$ cat config.mk
export PLATFORM = sky130hd
export DESIGN_NAME = timed_counting_semaphore
export DESIGN_NICKNAME = d
export VERILOG_FILES = /design/src/tcs_pkg.sv /design/src/timed_counting_semaphore.sv /design/src/tcs_ram.sv
export SDC_FILE = /design/constraint.sdc
export NUM_CORES = 1
export LEC_CHECK = 0
export ABC_AREA = 1
export BUFFER_PORTS_ARGS = -buffer_cell sky130_fd_sc_hd__buf_4
export CAP_MARGIN = 10
export CORE_ASPECT_RATIO = 0.9
export CORE_MARGIN = 4
export CORE_UTILIZATION = 35
export CTS_CLUSTER_SIZE = 40
export DETAILED_ROUTE_END_ITERATION = 16
export PLACE_DENSITY = 0.5
export SLEW_MARGIN = 20
export SYNTH_ARGS = -nofsm -noshare
export SYNTH_HDL_FRONTEND = slang
export SYNTH_HIERARCHICAL = 1
export SYNTH_SLANG_ARGS = --single-unit
export TNS_END_PERCENT = 50
$ cat constraint.sdc
create_clock -name clk -period 3.3 [get_ports clk]
set_input_delay 0.66 -clock clk [delete_from_list [all_inputs] [get_ports clk]]
set_output_delay 0.66 -clock clk [all_outputs]
set_load 0.01 [all_outputs]
$ cat src/tcs_pkg.sv
`timescale 1ns / 1ps

package tcs_pkg;

    // Largest value the semaphore count may reach.
    localparam logic signed [15:0] COUNT_MAX = 16'sd32767;

    // Operation codes carried in the input tuser.
    localparam logic [1:0] MODE_WAIT   = 2'd0;
    localparam logic [1:0] MODE_SIGNAL = 2'd1;
    localparam logic [1:0] MODE_TICK   = 2'd2;

    // Result status codes.
    typedef enum logic [2:0] {
        STAT_GRANTED   = 3'd0,
        STAT_BLOCKED   = 3'd1,
        STAT_WOKEN     = 3'd2,
        STAT_TIMEOUT   = 3'd3,
        STAT_NO_WAITER = 3'd4,
        STAT_REJECTED  = 3'd5
    } status_t;

    // Sequencer states.
    typedef enum logic [3:0] {
        ST_IDLE,
        ST_DISPATCH,
        ST_SIG_FIFO,
        ST_SIG_POP,
        ST_SIG_ADD,
        ST_WK_RD,
        ST_WK_CMP,
        ST_SH_RD,
        ST_SH_WR,
        ST_INS_WR,
        ST_TK_RD,
        ST_TK_CMP,
        ST_FLUSH
    } state_t;

    // One sleep list entry: thread and delta to its predecessor.
    typedef struct packed {
        logic [7:0]  thread;
        logic [15:0] delta;
    } sleep_entry_t;

    // One result word.
    typedef struct packed {
        status_t            status;
        logic [7:0]         thread;
        logic               rv;
        logic signed [15:0] count;
    } result_t;

endpackage

$ cat src/timed_counting_semaphore.sv
`timescale 1ns / 1ps

// Timed counting semaphore.
// Input words arrive on s_tvalid/s_tready: s_tuser holds the operation
// (wait, signal, elapsed ticks), s_tdata the thread, timeout and tick count.
// Result words leave on m_tvalid/m_tready, m_tlast marking the final result
// of an input word. The count is loaded from the cfg channel, which also
// empties both waiter queues; it is written only while the block is idle,
// and a pending write holds off the input for that cycle.
// One input word is worked at a time. A timed wait walks the sleep list
// memory, reading each entry it passes and moving up each entry it shifts.
// A tick removes each expiring head sleeper and shortens the delta of the
// one left at the head. Sleep list and unlimited waiters live in
// single-port-read memories with a registered read, and that walk sets the
// rate. A one-word output register and a one-result hold stage sit before
// m_tdata; when the receiver stalls the sequencer waits there and no input
// is taken. After reset the count is 0 and both queues are empty; there is
// no clearing pass.
module timed_counting_semaphore
    import tcs_pkg::*;
#(
    parameter int FIFO_DEPTH  = 16,
    parameter int SLEEP_DEPTH = 16
)
(
    input  logic        clk,
    input  logic        rst_n,
    input  logic        s_tvalid,
    output logic        s_tready,
    input  logic [1:0]  s_tuser,   // mode
    input  logic [31:0] s_tdata,   // thread_id[7:0], max_wait[23:8], tick_count[31:24]
    output logic        m_tvalid,
    input  logic        m_tready,
    output logic [2:0]  m_tuser,   // status
    output logic [31:0] m_tdata,   // thread_id_res[7:0], return_value[8], count[24:9], zeros
    output logic        m_tlast,
    input  logic        cfg_valid,
    output logic        cfg_ready,
    input  logic [14:0] cfg_data   // initial_count
);

    localparam int FAW = FIFO_DEPTH > 1 ? $clog2(FIFO_DEPTH) : 1;
    localparam int FCW = $clog2(FIFO_DEPTH + 1);
    localparam int SAW = SLEEP_DEPTH > 1 ? $clog2(SLEEP_DEPTH) : 1;
    localparam int SCW = $clog2(SLEEP_DEPTH + 1);

    state_t             st_reg, st_next;
    logic [1:0]         mode_reg, mode_next;
    logic [7:0]         tid_reg, tid_next;
    logic [15:0]        wait_reg, wait_next;
    logic [7:0]         tick_reg, tick_next;
    logic signed [15:0] cnt_reg, cnt_next;
    logic [FAW-1:0]     fh_reg, fh_next;
    logic [FCW-1:0]     fu_reg, fu_next;
    logic [SAW-1:0]     sh_reg, sh_next;
    logic [SCW-1:0]     su_reg, su_next;
    logic [15:0]        rem_reg, rem_next;
    logic [SCW-1:0]     idx_reg, idx_next;
    logic [SCW-1:0]     pos_reg, pos_next;
    logic [15:0]        mod_reg, mod_next;
    logic [15:0]        d_reg, d_next;
    logic               pend_valid_reg, pend_valid_next;
    result_t            pend_reg, pend_next;
    logic               out_valid_reg, out_valid_next;
    result_t            out_reg, out_next;
    logic               out_last_reg, out_last_next;

    logic               f_wr_en, f_rd_en;
    logic [FAW-1:0]     f_wr_addr;
    logic [7:0]         f_rd_data;
    logic               s_wr_en, s_rd_en;
    logic [SAW-1:0]     s_wr_addr, s_rd_addr;
    sleep_entry_t       s_wr_data, s_rd_data;

    logic               emit_en, flush_en;
    result_t            emit_res;
    logic               out_free, can_emit;
    logic [FAW:0]       tail_sum;
    logic [FAW-1:0]     fifo_tail;
    logic [FAW-1:0]     fh_inc;
    logic [SAW-1:0]     sh_inc;
    logic signed [15:0] cnt_sat;
    logic [15:0]        waiters;

    // Physical slot of a logical sleep list position.
    function automatic logic [SAW-1:0] sphys(input logic [SAW-1:0] head,
                                             input logic [SCW-1:0] x);
        logic [SAW:0] sum;
        sum = {1'b0, head} + (SAW+1)'(x);
        if (sum >= (SAW+1)'(SLEEP_DEPTH))
        begin
            sum = sum - (SAW+1)'(SLEEP_DEPTH);
        end
        return sum[SAW-1:0];
    endfunction

    // Queue memories.
    tcs_ram #(.DW(8), .DEPTH(FIFO_DEPTH)) u_fifo_ram (
        .clk     (clk),
        .wr_en   (f_wr_en),
        .wr_addr (f_wr_addr),
        .wr_data (tid_reg),
        .rd_en   (f_rd_en),
        .rd_addr (fh_reg),
        .rd_data (f_rd_data)
    );

    tcs_ram #(.DW($bits(sleep_entry_t)), .DEPTH(SLEEP_DEPTH)) u_sleep_ram (
        .clk     (clk),
        .wr_en   (s_wr_en),
        .wr_addr (s_wr_addr),
        .wr_data (s_wr_data),
        .rd_en   (s_rd_en),
        .rd_addr (s_rd_addr),
        .rd_data (s_rd_data)
    );

    // Helpers shared by several states.
    assign out_free  = !out_valid_reg || m_tready;
    assign can_emit  = !pend_valid_reg || out_free;
    assign tail_sum  = {1'b0, fh_reg} + (FAW+1)'(fu_reg);
    assign fifo_tail = (tail_sum >= (FAW+1)'(FIFO_DEPTH)) ?
                       FAW'(tail_sum - (FAW+1)'(FIFO_DEPTH)) : tail_sum[FAW-1:0];
    assign fh_inc    = (fh_reg == FAW'(FIFO_DEPTH - 1)) ? '0 : fh_reg + 1'b1;
    assign sh_inc    = (sh_reg == SAW'(SLEEP_DEPTH - 1)) ? '0 : sh_reg + 1'b1;
    assign cnt_sat   = (cnt_reg < COUNT_MAX) ? cnt_reg + 16'sd1 : cnt_reg;
    assign waiters   = 16'(fu_reg) + 16'(su_reg);

    // Handshake outputs; a configuration write takes precedence over input.
    assign s_tready  = (st_reg == ST_IDLE) && !cfg_valid;
    assign cfg_ready = (st_reg == ST_IDLE);
    assign m_tvalid  = out_valid_reg;
    assign m_tuser   = out_reg.status;
    assign m_tdata   = {7'd0, out_reg.count, out_reg.rv, out_reg.thread};
    assign m_tlast   = out_last_reg;

    // Sequencer: next state, memory accesses and results.
    always_comb
    begin
        st_next         = st_reg;
        mode_next       = mode_reg;
        tid_next        = tid_reg;
        wait_next       = wait_reg;
        tick_next       = tick_reg;
        cnt_next        = cnt_reg;
        fh_next         = fh_reg;
        fu_next         = fu_reg;
        sh_next         = sh_reg;
        su_next         = su_reg;
        rem_next        = rem_reg;
        idx_next        = idx_reg;
        pos_next        = pos_reg;
        mod_next        = mod_reg;
        d_next          = d_reg;
        pend_valid_next = pend_valid_reg;
        pend_next       = pend_reg;
        out_next        = out_reg;
        out_last_next   = out_last_reg;
        out_valid_next  = out_valid_reg && !m_tready;
        f_wr_en         = 1'b0;
        f_wr_addr       = fifo_tail;
        f_rd_en         = 1'b0;
        s_wr_en         = 1'b0;
        s_wr_addr       = sphys(sh_reg, '0);
        s_wr_data       = s_rd_data;
        s_rd_en         = 1'b0;
        s_rd_addr       = sphys(sh_reg, '0);
        emit_en         = 1'b0;
        flush_en        = 1'b0;
        emit_res        = '{status: STAT_GRANTED, thread: tid_reg, rv: 1'b0,
                            count: cnt_reg};

        unique case (st_reg)
            ST_IDLE:
            begin
                if (cfg_valid)
                begin
                    cnt_next = 16'(cfg_data);
                    fh_next  = '0;
                    fu_next  = '0;
                    sh_next  = '0;
                    su_next  = '0;
                end
                else if (s_tvalid)
                begin
                    mode_next = s_tuser;
                    tid_next  = s_tdata[7:0];
                    wait_next = s_tdata[23:8];
                    tick_next = s_tdata[31:24];
                    st_next   = ST_DISPATCH;
                end
            end

            ST_DISPATCH:
            begin
                st_next = ST_FLUSH;
                if (mode_reg == MODE_WAIT)
                begin
                    emit_en = 1'b1;
                    if (cnt_reg > 16'sd0)
                    begin
                        cnt_next          = cnt_reg - 16'sd1;
                        emit_res.status   = STAT_GRANTED;
                        emit_res.rv       = 1'b1;
                        emit_res.count    = cnt_reg - 16'sd1;
                    end
                    else if (wait_reg == 16'd0)
                    begin
                        if (fu_reg == FCW'(FIFO_DEPTH))
                        begin
                            emit_res.status = STAT_REJECTED;
                        end
                        else
                        begin
                            f_wr_en         = 1'b1;
                            fu_next         = fu_reg + 1'b1;
                            cnt_next        = cnt_reg - 16'sd1;
                            emit_res.status = STAT_BLOCKED;
                            emit_res.count  = cnt_reg - 16'sd1;
                        end
                    end
                    else if (su_reg == SCW'(SLEEP_DEPTH))
                    begin
                        emit_res.status = STAT_REJECTED;
                    end
                    else
                    begin
                        // Sorted insert: walk the list first.
                        emit_en  = 1'b0;
                        rem_next = wait_reg;
                        idx_next = '0;
                        st_next  = ST_WK_RD;
                    end
                end
                else if (mode_reg == MODE_SIGNAL)
                begin
                    if (cnt_reg < 16'sd0 && fu_reg != '0)
                    begin
                        f_rd_en = 1'b1;
                        st_next = ST_SIG_FIFO;
                    end
                    else if (cnt_reg < 16'sd0 && su_reg != '0)
                    begin
                        s_rd_en = 1'b1;
                        st_next = ST_SIG_POP;
                    end
                    else
                    begin
                        cnt_next        = cnt_sat;
                        emit_en         = 1'b1;
                        emit_res.status = STAT_NO_WAITER;
                        emit_res.thread = 8'd0;
                        emit_res.count  = cnt_sat;
                    end
                end
                else if (mode_reg == MODE_TICK)
                begin
                    rem_next = 16'(tick_reg);
                    st_next  = ST_TK_RD;
                end
            end

            ST_SIG_FIFO:
            begin
                fh_next         = fh_inc;
                fu_next         = fu_reg - 1'b1;
                cnt_next        = cnt_reg + 16'sd1;
                emit_en         = 1'b1;
                emit_res.status = STAT_WOKEN;
                emit_res.thread = f_rd_data;
                emit_res.rv     = 1'b1;
                emit_res.count  = cnt_reg + 16'sd1;
                st_next         = ST_FLUSH;
            end

            ST_SIG_POP:
            begin
                // Head sleeper leaves; its delta goes to the successor.
                d_next          = s_rd_data.delta;
                sh_next         = sh_inc;
                su_next         = su_reg - 1'b1;
                cnt_next        = cnt_reg + 16'sd1;
                emit_en         = 1'b1;
                emit_res.status = STAT_WOKEN;
                emit_res.thread = s_rd_data.thread;
                emit_res.rv     = 1'b1;
                emit_res.count  = cnt_reg + 16'sd1;
                if (su_reg > SCW'(1))
                begin
                    s_rd_en   = 1'b1;
                    s_rd_addr = sh_inc;
                    st_next   = ST_SIG_ADD;
                end
                else
                begin
                    st_next = ST_FLUSH;
                end
            end

            ST_SIG_ADD:
            begin
                s_wr_en         = 1'b1;
                s_wr_addr       = sh_reg;
                s_wr_data.delta = s_rd_data.delta + d_reg;
                st_next         = ST_FLUSH;
            end

            ST_WK_RD:
            begin
                if (idx_reg == su_reg)
                begin
                    pos_next = su_reg;
                    st_next  = ST_INS_WR;
                end
                else
                begin
                    s_rd_en   = 1'b1;
                    s_rd_addr = sphys(sh_reg, idx_reg);
                    st_next   = ST_WK_CMP;
                end
            end

            ST_WK_CMP:
            begin
                if (rem_reg < s_rd_data.delta)
                begin
                    pos_next = idx_reg;
                    mod_next = s_rd_data.delta - rem_reg;
                    idx_next = su_reg;
                    st_next  = ST_SH_RD;
                end
                else
                begin
                    rem_next = rem_reg - s_rd_data.delta;
                    idx_next = idx_reg + 1'b1;
                    st_next  = ST_WK_RD;
                end
            end

            ST_SH_RD:
            begin
                s_rd_en   = 1'b1;
                s_rd_addr = sphys(sh_reg, idx_reg - 1'b1);
                st_next   = ST_SH_WR;
            end

            ST_SH_WR:
            begin
                // Move one entry up; the one displaced by the new sleeper
                // carries its shortened delta.
                s_wr_en   = 1'b1;
                s_wr_addr = sphys(sh_reg, idx_reg);
                if (idx_reg - 1'b1 == pos_reg)
                begin
                    s_wr_data.delta = mod_reg;
                    st_next         = ST_INS_WR;
                end
                else
                begin
                    st_next = ST_SH_RD;
                end
                idx_next = idx_reg - 1'b1;
            end

            ST_INS_WR:
            begin
                s_wr_en          = 1'b1;
                s_wr_addr        = sphys(sh_reg, pos_reg);
                s_wr_data.thread = tid_reg;
                s_wr_data.delta  = rem_reg;
                su_next          = su_reg + 1'b1;
                cnt_next         = cnt_reg - 16'sd1;
                emit_en          = 1'b1;
                emit_res.status  = STAT_BLOCKED;
                emit_res.count   = cnt_reg - 16'sd1;
                st_next          = ST_FLUSH;
            end

            ST_TK_RD:
            begin
                if (su_reg == '0)
                begin
                    st_next = ST_FLUSH;
                end
                else
                begin
                    s_rd_en = 1'b1;
                    st_next = ST_TK_CMP;
                end
            end

            ST_TK_CMP:
            begin
                if (s_rd_data.delta <= rem_reg)
                begin
                    // Expiry; waits here while the output is full.
                    if (can_emit)
                    begin
                        rem_next        = rem_reg - s_rd_data.delta;
                        sh_next         = sh_inc;
                        su_next         = su_reg - 1'b1;
                        cnt_next        = cnt_sat;
                        emit_en         = 1'b1;
                        emit_res.status = STAT_TIMEOUT;
                        emit_res.thread = s_rd_data.thread;
                        emit_res.count  = cnt_sat;
                        st_next         = ST_TK_RD;
                    end
                end
                else
                begin
                    if (rem_reg != 16'd0)
                    begin
                        s_wr_en         = 1'b1;
                        s_wr_data.delta = s_rd_data.delta - rem_reg;
                    end
                    st_next = ST_FLUSH;
                end
            end

            ST_FLUSH:
            begin
                if (!pend_valid_reg)
                begin
                    st_next = ST_IDLE;
                end
                else if (out_free)
                begin
                    flush_en = 1'b1;
                    st_next  = ST_IDLE;
                end
            end

            default:
            begin
                st_next = ST_IDLE;
            end
        endcase

        // Results pass through the hold stage so the last one can be marked.
        if (emit_en)
        begin
            if (pend_valid_reg)
            begin
                out_next       = pend_reg;
                out_last_next  = 1'b0;
                out_valid_next = 1'b1;
            end
            pend_next       = emit_res;
            pend_valid_next = 1'b1;
        end
        else if (flush_en)
        begin
            out_next        = pend_reg;
            out_last_next   = 1'b1;
            out_valid_next  = 1'b1;
            pend_valid_next = 1'b0;
        end
    end

    // Control registers.
    always_ff @(posedge clk or negedge rst_n)
    begin
        if (!rst_n)
        begin
            st_reg         <= ST_IDLE;
            cnt_reg        <= '0;
            fh_reg         <= '0;
            fu_reg         <= '0;
            sh_reg         <= '0;
            su_reg         <= '0;
            pend_valid_reg <= 1'b0;
            out_valid_reg  <= 1'b0;
        end
        else
        begin
            st_reg         <= st_next;
            cnt_reg        <= cnt_next;
            fh_reg         <= fh_next;
            fu_reg         <= fu_next;
            sh_reg         <= sh_next;
            su_reg         <= su_next;
            pend_valid_reg <= pend_valid_next;
            out_valid_reg  <= out_valid_next;
        end
    end

    // Payload registers.
    always_ff @(posedge clk)
    begin
        mode_reg     <= mode_next;
        tid_reg      <= tid_next;
        wait_reg     <= wait_next;
        tick_reg     <= tick_next;
        rem_reg      <= rem_next;
        idx_reg      <= idx_next;
        pos_reg      <= pos_next;
        mod_reg      <= mod_next;
        d_reg        <= d_next;
        pend_reg     <= pend_next;
        out_reg      <= out_next;
        out_last_reg <= out_last_next;
    end

    // While waiters are queued the count is minus their number.
    a_count_tracks_waiters: assert property (@(posedge clk) disable iff (!rst_n)
        (st_reg == ST_IDLE && waiters != 16'd0) |-> (cnt_reg + $signed(waiters) == 16'sd0))
        else $error("count does not match queued waiters");

    // A held result exists only while results are still being produced.
    a_pend_scope: assert property (@(posedge clk) disable iff (!rst_n)
        pend_valid_reg |-> (st_reg == ST_TK_RD || st_reg == ST_TK_CMP
                            || st_reg == ST_SIG_ADD || st_reg == ST_FLUSH))
        else $error("held result outside result phase");

    // Queue fill counts stay within their memories.
    a_fill_bounds: assert property (@(posedge clk) disable iff (!rst_n)
        (fu_reg <= FCW'(FIFO_DEPTH)) && (su_reg <= SCW'(SLEEP_DEPTH)))
        else $error("queue fill count out of range");

endmodule

$ cat src/tcs_ram.sv
`timescale 1ns / 1ps

module tcs_ram
#(
    parameter int DW    = 8,
    parameter int DEPTH = 16
)
(
    input  logic                                     clk,
    input  logic                                     wr_en,
    input  logic [(DEPTH > 1 ? $clog2(DEPTH) : 1)-1:0] wr_addr,
    input  logic [DW-1:0]                            wr_data,
    input  logic                                     rd_en,
    input  logic [(DEPTH > 1 ? $clog2(DEPTH) : 1)-1:0] rd_addr,
    output logic [DW-1:0]                            rd_data
);

    logic [DW-1:0] mem [DEPTH];

    // Single write port.
    always_ff @(posedge clk)
    begin
        if (wr_en)
        begin
            mem[wr_addr] <= wr_data;
        end
    end

    // Registered read port; data holds while no read is issued.
    always_ff @(posedge clk)
    begin
        if (rd_en)
        begin
            rd_data <= mem[rd_addr];
        end
    end

endmodule

==> results of run 1 <==
[path summary, 6_finish.rpt]
kind | from | to | slack (ns) | cells after the start
worst max-delay path | rem_reg[0]$_DFFE_PP_ | u_sleep_ram/mem[15][15]$_DFFE_PP_ | 0.13 | 18
worst min-delay path | rst_n | cnt_reg[3]$_DFFE_PN0P_ | 0.02 | 1
min in group clk | s_tdata[26] | tick_reg[2]$_DFFE_PP_ | 0.17 | 1
worst min register to register | pend_reg[9]$_DFFE_PP_ | m_tdata[18]$_DFFE_PP_ | 0.42 | 0
max in group asynchronous | rst_n | su_reg[2]$_DFFE_PN0P_ | 2.78 | 1
worst max register to register | rem_reg[0]$_DFFE_PP_ | u_sleep_ram/mem[15][15]$_DFFE_PP_ | 0.13 | 18
[worst register-to-register path: cells and delay by family (launching register included)]
kind	cells	cell delay (ns)
flops	1	0.40
simple gates	12	1.59
fa+ha+maj	2	0.42
buf+inv	4	0.36
[layout make-up]
class	instances	area share [%]
clock buffer	104	4.975
sequential	733	48.49
clock inverter	45	1.059
multi-input combinational	2637	28.87
timing repair buffer	365	7.183
antenna	1	0.005562
tap	1450	4.032
inverter	641	5.384
[through the flow]
stage	setup WS, ns	hold WS (ns)
after CTS	-0.04879	0.02118
final	0.1295	0.02340
after floorplan	-0.2666	0.3644
after global placement	-0.2029	0.4012
after global routing	-0.02741	0.04168
after detailed placement	-0.2329	0.4045
[power groups by stage]
stage               logic (µW)  clock network [µW]  registers [µW]
global route             23400                9950           14400
detailed placement       20900                   0           14500
finish                   21100                9310           14300
CTS                      21000                9560           14300
global placement         20900                   0           14500
floorplan                12400                   0           14300
[logic make-up after synthesis]
group           count (synthesis)
buf+inv                       822
fa+ha+maj                      81
mux                             1
compound gates                269
xor+xnor                       64
simple gates                 2210
flops                         733
other cells                     1
[cell usage after synthesis, drive strengths merged, types with 9 or more instances]
master,instances
a21oi,84
buf,141
clkbuf,40
dfrtp,40
edfxtp,693
ha,73
inv,638
nand2,1280
nand3,602
nand3b,10
nand4,42
nor2,255
nor3,9
o2111ai,12
o21ai,110
o21bai,13
xnor2,12
xor2,52
[layer usage]
| layer | global-route usage (%) | vias up |
|---|---|---|
| met4 | 4.437 | 0 |
| met5 | 0 | - |
| met2 | 30.90 | 752 |
| met3 | 3.022 | 135 |
| li1 | - | 14270 |
| met1 | 29.01 | 13790 |
[repair_timing]
| item | 4_1_cts | 5_1_grt |
|---|---|---|
| pin swaps | 4 | 0 |
| setup buffers | 0 | 4 |
| gates cloned | 5 | 0 |
| setup endpoints to repair | 193 | 172 |
| resized for setup | 5 | 34 |
==> metrics.csv, run 1 <==
metric,value,unit
place_inst,5817,
ys_seq_elements,733,
hp-class,in -> async,
fin_crit_sh,96.07,%
switchingPower,18900,µW
synth_area_leaders,"edfxtp_1, nand2_1, nand3_1, inv_1, dfrtp_1",
cts.sinks,733,
grt_max_degree,68,
cellPowerDensity,994.3,nW/µm²
synth_compound_area_share,4.131,%
cts.path.max_buffers,3,
seqCellArea,21820,µm²
cp_common_cell,nand2_2,
mostFrequentLayoutCell,nand2_1,
grt_pass1_wl,172300,µm
syn_area,37830,µm²
synth.top_cell.area_share,55.01,%
cap_violations,0,
synthXorXnorAreaFrac,1.482,%
swShare,42.24,%
utilization,41.89,%
crit_path_start_kind,flop,
cts_inserted_buffers,82,
cts_root_buf,clkbuf_16,
drtAntennaViolNets,0,
core-area,107400,µm²
min_period,3.170,ns
arrival,3.43,ns
cts_hold_buf,0,
slowest_stage,nor2_4,
multi_input_area,12990,µm²
port_buffers,85,
stdcell_count,5976,
internal-power,25840,µW
comb_power_share,47.2,%
synth_area_leader_cell,edfxtp_1,
initial_core_util,35.22,%
synth_top_family_by_area,simple AND/OR/NAND/NOR gates,
critPathBufInv,4,
chipHeight,319.9,µm
yosysSeqAreaShare,57.66,%
antenna_found_initial,0,
num_rows,114,
routed_wl,113700,µm
io_pins,93,
synthAdderAreaFrac,2.838,%
synthToLayoutAreaGrowth,18.95,%
cp-end-kind,flop,
cts_tree,built,
hpwl,74860,µm
grt_pass1_vias,27510,
layout_common_cells,"nand2_1, edfxtp_1, inv_1",
drt_first_pass_iters,5,
syn-instance-count,4181,
placed_area,42060,µm²
synth-edff-count,693,
power_frac_clock,20.8,%
synth_mux_area_share,0.02646,%
finalPower,44740,µW
peakVddDrop,0.4909,mV
report.final.slew_viol_count,0,
leakage,0.01928,µW
nNetsFinal,4595,
clk_latency,0.66,ns
wl_met2,50840,µm
largest_reg_flops,384,
wl_met3,6162,µm
die_area,113400,µm²
fmax,0.3154,GHz
required,3.56,ns
drt-met1-wl,54390,µm
skew,0.02847,ns
vias_per_cell,4.843,
synthFlopType,edfxtp_1,
rsz0062_at_grt,true,
drtIter0Drc,2576,
place.gp.congestion,0.9129,
status,"complete, no violations",
yosysUniqueCellTypes,54,
fin_area,44990,µm²
async_reset_ff_share,5.457,%
crit_fanout,24,
cpLargestDelayFamily,simple AND/OR/NAND/NOR gates,
synth_simple_gate_area_share,24.83,%
tns,0,ns
clk_pin_slew,0.06,ns
p_seq_share,32.0,%
slew_headroom,35.26,%
crit_type,reg -> reg,
num_vias,28940,
setup_viol,0,
ys_warn_count,6,
h-tree-depth,3,
crit_path_max_incr_delay,0.73,ns
hold_viol,0,
remaining_drc_errors,0,
num-fill-cells,10580,
tightest_slew,0.9688,ns
top_layer_used,met4,
grtUsageTotal,19.76,%
path_cells,ha_2 -> inv_2 -> fa_2 -> nand3_1 -> nand3_2 -> nand2_1 -> nand2_2 -> nand2_2 -> nand2_2 -> nand2_4 -> inv_8 -> nand2_4 -> nor2_4 -> inv_2 -> nand3_4 -> nand3_2 -> buf_6 -> nor2_4,
avgSynthCellArea,9.047,µm²
wl_per_cell,19.03,µm
die_w,354.5,µm
layout-drive-gt1-share,13.52,%
grt_overflow,0,
(Power assumes the default switching activity.)
==> inputs of run 2 (changes only) <==
--- a/config.mk
+++ b/config.mk
@@ -14,6 +14,7 @@
 export CTS_CLUSTER_SIZE = 40
 export DETAILED_ROUTE_END_ITERATION = 16
 export PLACE_DENSITY = 0.5
+export REMOVE_ABC_BUFFERS = 1
 export SLEW_MARGIN = 20
 export SYNTH_ARGS = -nofsm -noshare
 export SYNTH_HDL_FRONTEND = slang
==> metrics.csv, run 2 (synthesis results as in run 1) <==
metric,value,unit,change
status,"complete, no violations",,
hpwl,76220,µm,+1.8%
drtIter0Drc,2572,,-0.16%
vias_per_cell,4.921,,+1.6%
initial_core_util,35.22,%,unchanged
report.final.slew_viol_count,0,,unchanged
cap_violations,0,,unchanged
fin_area,44940,µm²,-0.12%
grt_use_met2,30.76,%,-0.14 points
tightest_slew,0.9650,ns,-0.003718 ns
hold_viol,0,,unchanged
min_period,3.167,ns,-0.003292 ns
cts_root_buf,clkbuf_16,,
place.gp.congestion,0.9147,,+0.20%
antenna_found_initial,0,,unchanged
drtAntennaViolNets,0,,unchanged
synthToLayoutAreaGrowth,18.80,%,
cp-end-kind,flop,,
setup_ws,0.1328,ns,+0.003292 ns
top_usage_layer,met2,,
io_pins,93,,unchanged
cts.path.max_buffers,3,,unchanged
p_seq_share,31.7,%,-0.3 points
reg2reg_from,idx_reg[0]$_DFFE_PP_,,
die_area,113400,µm²,unchanged
crit_fanout,8,,-67%
required,3.65,ns,+0.09 ns
die_w,354.5,µm,unchanged
swShare,42.51,%,+0.27 points
num_vias,29240,,+1.0%
rsz0062_at_grt,false,,
hp-class,in -> async,,
mostFrequentLayoutCell,nand2_1,,
slew_headroom,35.66,%,+0.40 points
placed_area,41820,µm²,-0.56%
cts_tree,built,,
cts.sinks,733,,unchanged
fmax,0.3157,GHz,+0.10%
tns,0,ns,unchanged
cp-startpoint,idx_reg[0]$_DFFE_PP_,,
grt_pass1_vias,28200,,+2.5%
largest_reg_flops,384,,unchanged
drt_first_pass_iters,6,,+1
clk_pin_slew,0.06,ns,about the same
grt_pass1_wl,173800,µm,+0.91%
dpl_worst_slack,-0.09941,ns,+0.1335 ns
remaining_drc_errors,0,,unchanged
grtUsageTotal,19.86,%,+0.099 points
layout_common_cells,"nand2_1, edfxtp_1, inv_1",,
grt_util_met3,2.714,%,-0.31 points
peakVddDrop,0.4357,mV,-11%
crit_type,reg -> reg,,
nNetsFinal,4559,,-0.78%
comb_power_share,47.1,%,about the same
core-area,107400,µm²,unchanged
layout-drive-gt1-share,12.60,%,-0.92 points
h-tree-depth,3,,unchanged
grt_overflow,0,,unchanged
num_rows,114,,unchanged
grt_use_met1,28.59,%,-0.42 points
routed_wl,116400,µm,+2.3%
power_frac_clock,21.1,%,+0.3 points
chipHeight,319.9,µm,unchanged
grt_max_degree,99,,+46%
switchingPower,19080,µW,+0.96%
cellPowerDensity,998.6,nW/µm²,+0.44%
clk_latency,0.65,ns,about the same
internal-power,25800,µW,-0.16%
skew,0.03143,ns,+0.002954 ns
wl_per_cell,19.58,µm,+2.9%
leakage,0.01921,µW,-0.36%
port_buffers,85,,unchanged
arrival,3.52,ns,+0.09 ns
crit_path_start_kind,flop,,
setup_viol,0,,unchanged
fin_crit_sh,95.98,%,-0.10 points
cts_inserted_buffers,83,,+1.2%
[run 2: cell count changes in the layout (fill, tap and decap cells not counted), sizes merged]
| cell | previous run | this run |
|---|---|---|
| buf | 365 | 327 |
| nor2 | 260 | 255 |
| bufinv | 8 | 12 |
| inv | 639 | 641 |
| clkbuf | 104 | 105 |
| clkinv | 34 | 35 |
| clkinvlp | 5 | 6 |
[run 2: power by group through the flow]
| stage | combinational [µW] | sequential, µW | clock, µW |
|---|---|---|---|
| after floorplan | 10400 | 14400 | 0 |
| after global placement | 20400 | 14400 | 0 |
| after detailed placement | 20400 | 14400 | 0 |
| after CTS | 20500 | 14200 | 9730 |
| after global routing | 23400 | 14400 | 10100 |
| final | 21200 | 14200 | 9490 |
[run 2: layout make-up]
type	instances	area [µm²]
Antenna cell	1	2.502
Clock buffer	101	2165
Clock inverter	51	599.3
Fill cell	10580	62470
Inverter	641	2437
Multi-Input combinational cell	2632	12860
Sequential cell	733	21820
Tap cell	1450	1814
Timing Repair Buffer	331	3223
Timing Repair inverter	2	17.52
[run 2: final timing paths]
path	cells past startpoint	end	slack [ns]
worst max-delay path	15	u_sleep_ram/rd_data[1]$_DFFE_PP_	0.13
worst min-delay path	1	cnt_reg[0]$_DFFE_PN0P_	0.04
worst max register to register	15	u_sleep_ram/rd_data[1]$_DFFE_PP_	0.13
worst min register to register	0	m_tdata[11]$_DFFE_PP_	0.42
max in group asynchronous	1	fh_reg[0]$_DFFE_PN0P_	2.77
min in group clk	1	wait_reg[2]$_DFFE_PP_	0.18
[run 2: what timing repair did]
action                     in CTS  in global routing
setup endpoints to repair       7                148
pin swaps                       0                  2
gates resized for setup         2                 29
hold buffers                    0                  0
setup buffers                   2                 14
gates cloned                    0                  9
[run 2: worst max-delay path: stages (launching register included)]
cell	delay [ns]
edfxtp_1	0.48
inv_1	0.17
ha_1	0.21
inv_1	0.05
nand2_1	0.05
nand2_1	0.11
ha_1	0.34
a21oi_1	0.15
nand2_1	0.08
xor2_1	0.18
o2111ai_4	0.25
clkinvlp_4	0.21
buf_12	0.17
buf_4	0.16
nand3_1	0.10
nand2_1	0.17
[run 2: metal layers]
layer | part of all wire, % | wire, µm
met1 | 47 | 54140
met2 | 44 | 51390
met3 | 5.9 | 6851
met4 | 3.4 | 3973
met5 | 0 | 0
[run 2: per-stage QoR]
| stage | util (%) | hold WS (ns) | power [µW] | std cells |
|---|---|---|---|---|
| final | 41.84 | 0.04131 | 44880 | 5942 |
| after global routing | 41.84 | 0.06014 | 47850 | 5941 |
| after CTS | 41.54 | 0.01727 | 44480 | 5918 |
| after detailed placement | 38.94 | 0.4045 | 34810 | 5764 |
| after global placement | 38.94 | 0.4013 | 34780 | 5764 |
| after floorplan | - | 0.3644 | 24770 | 4006 |
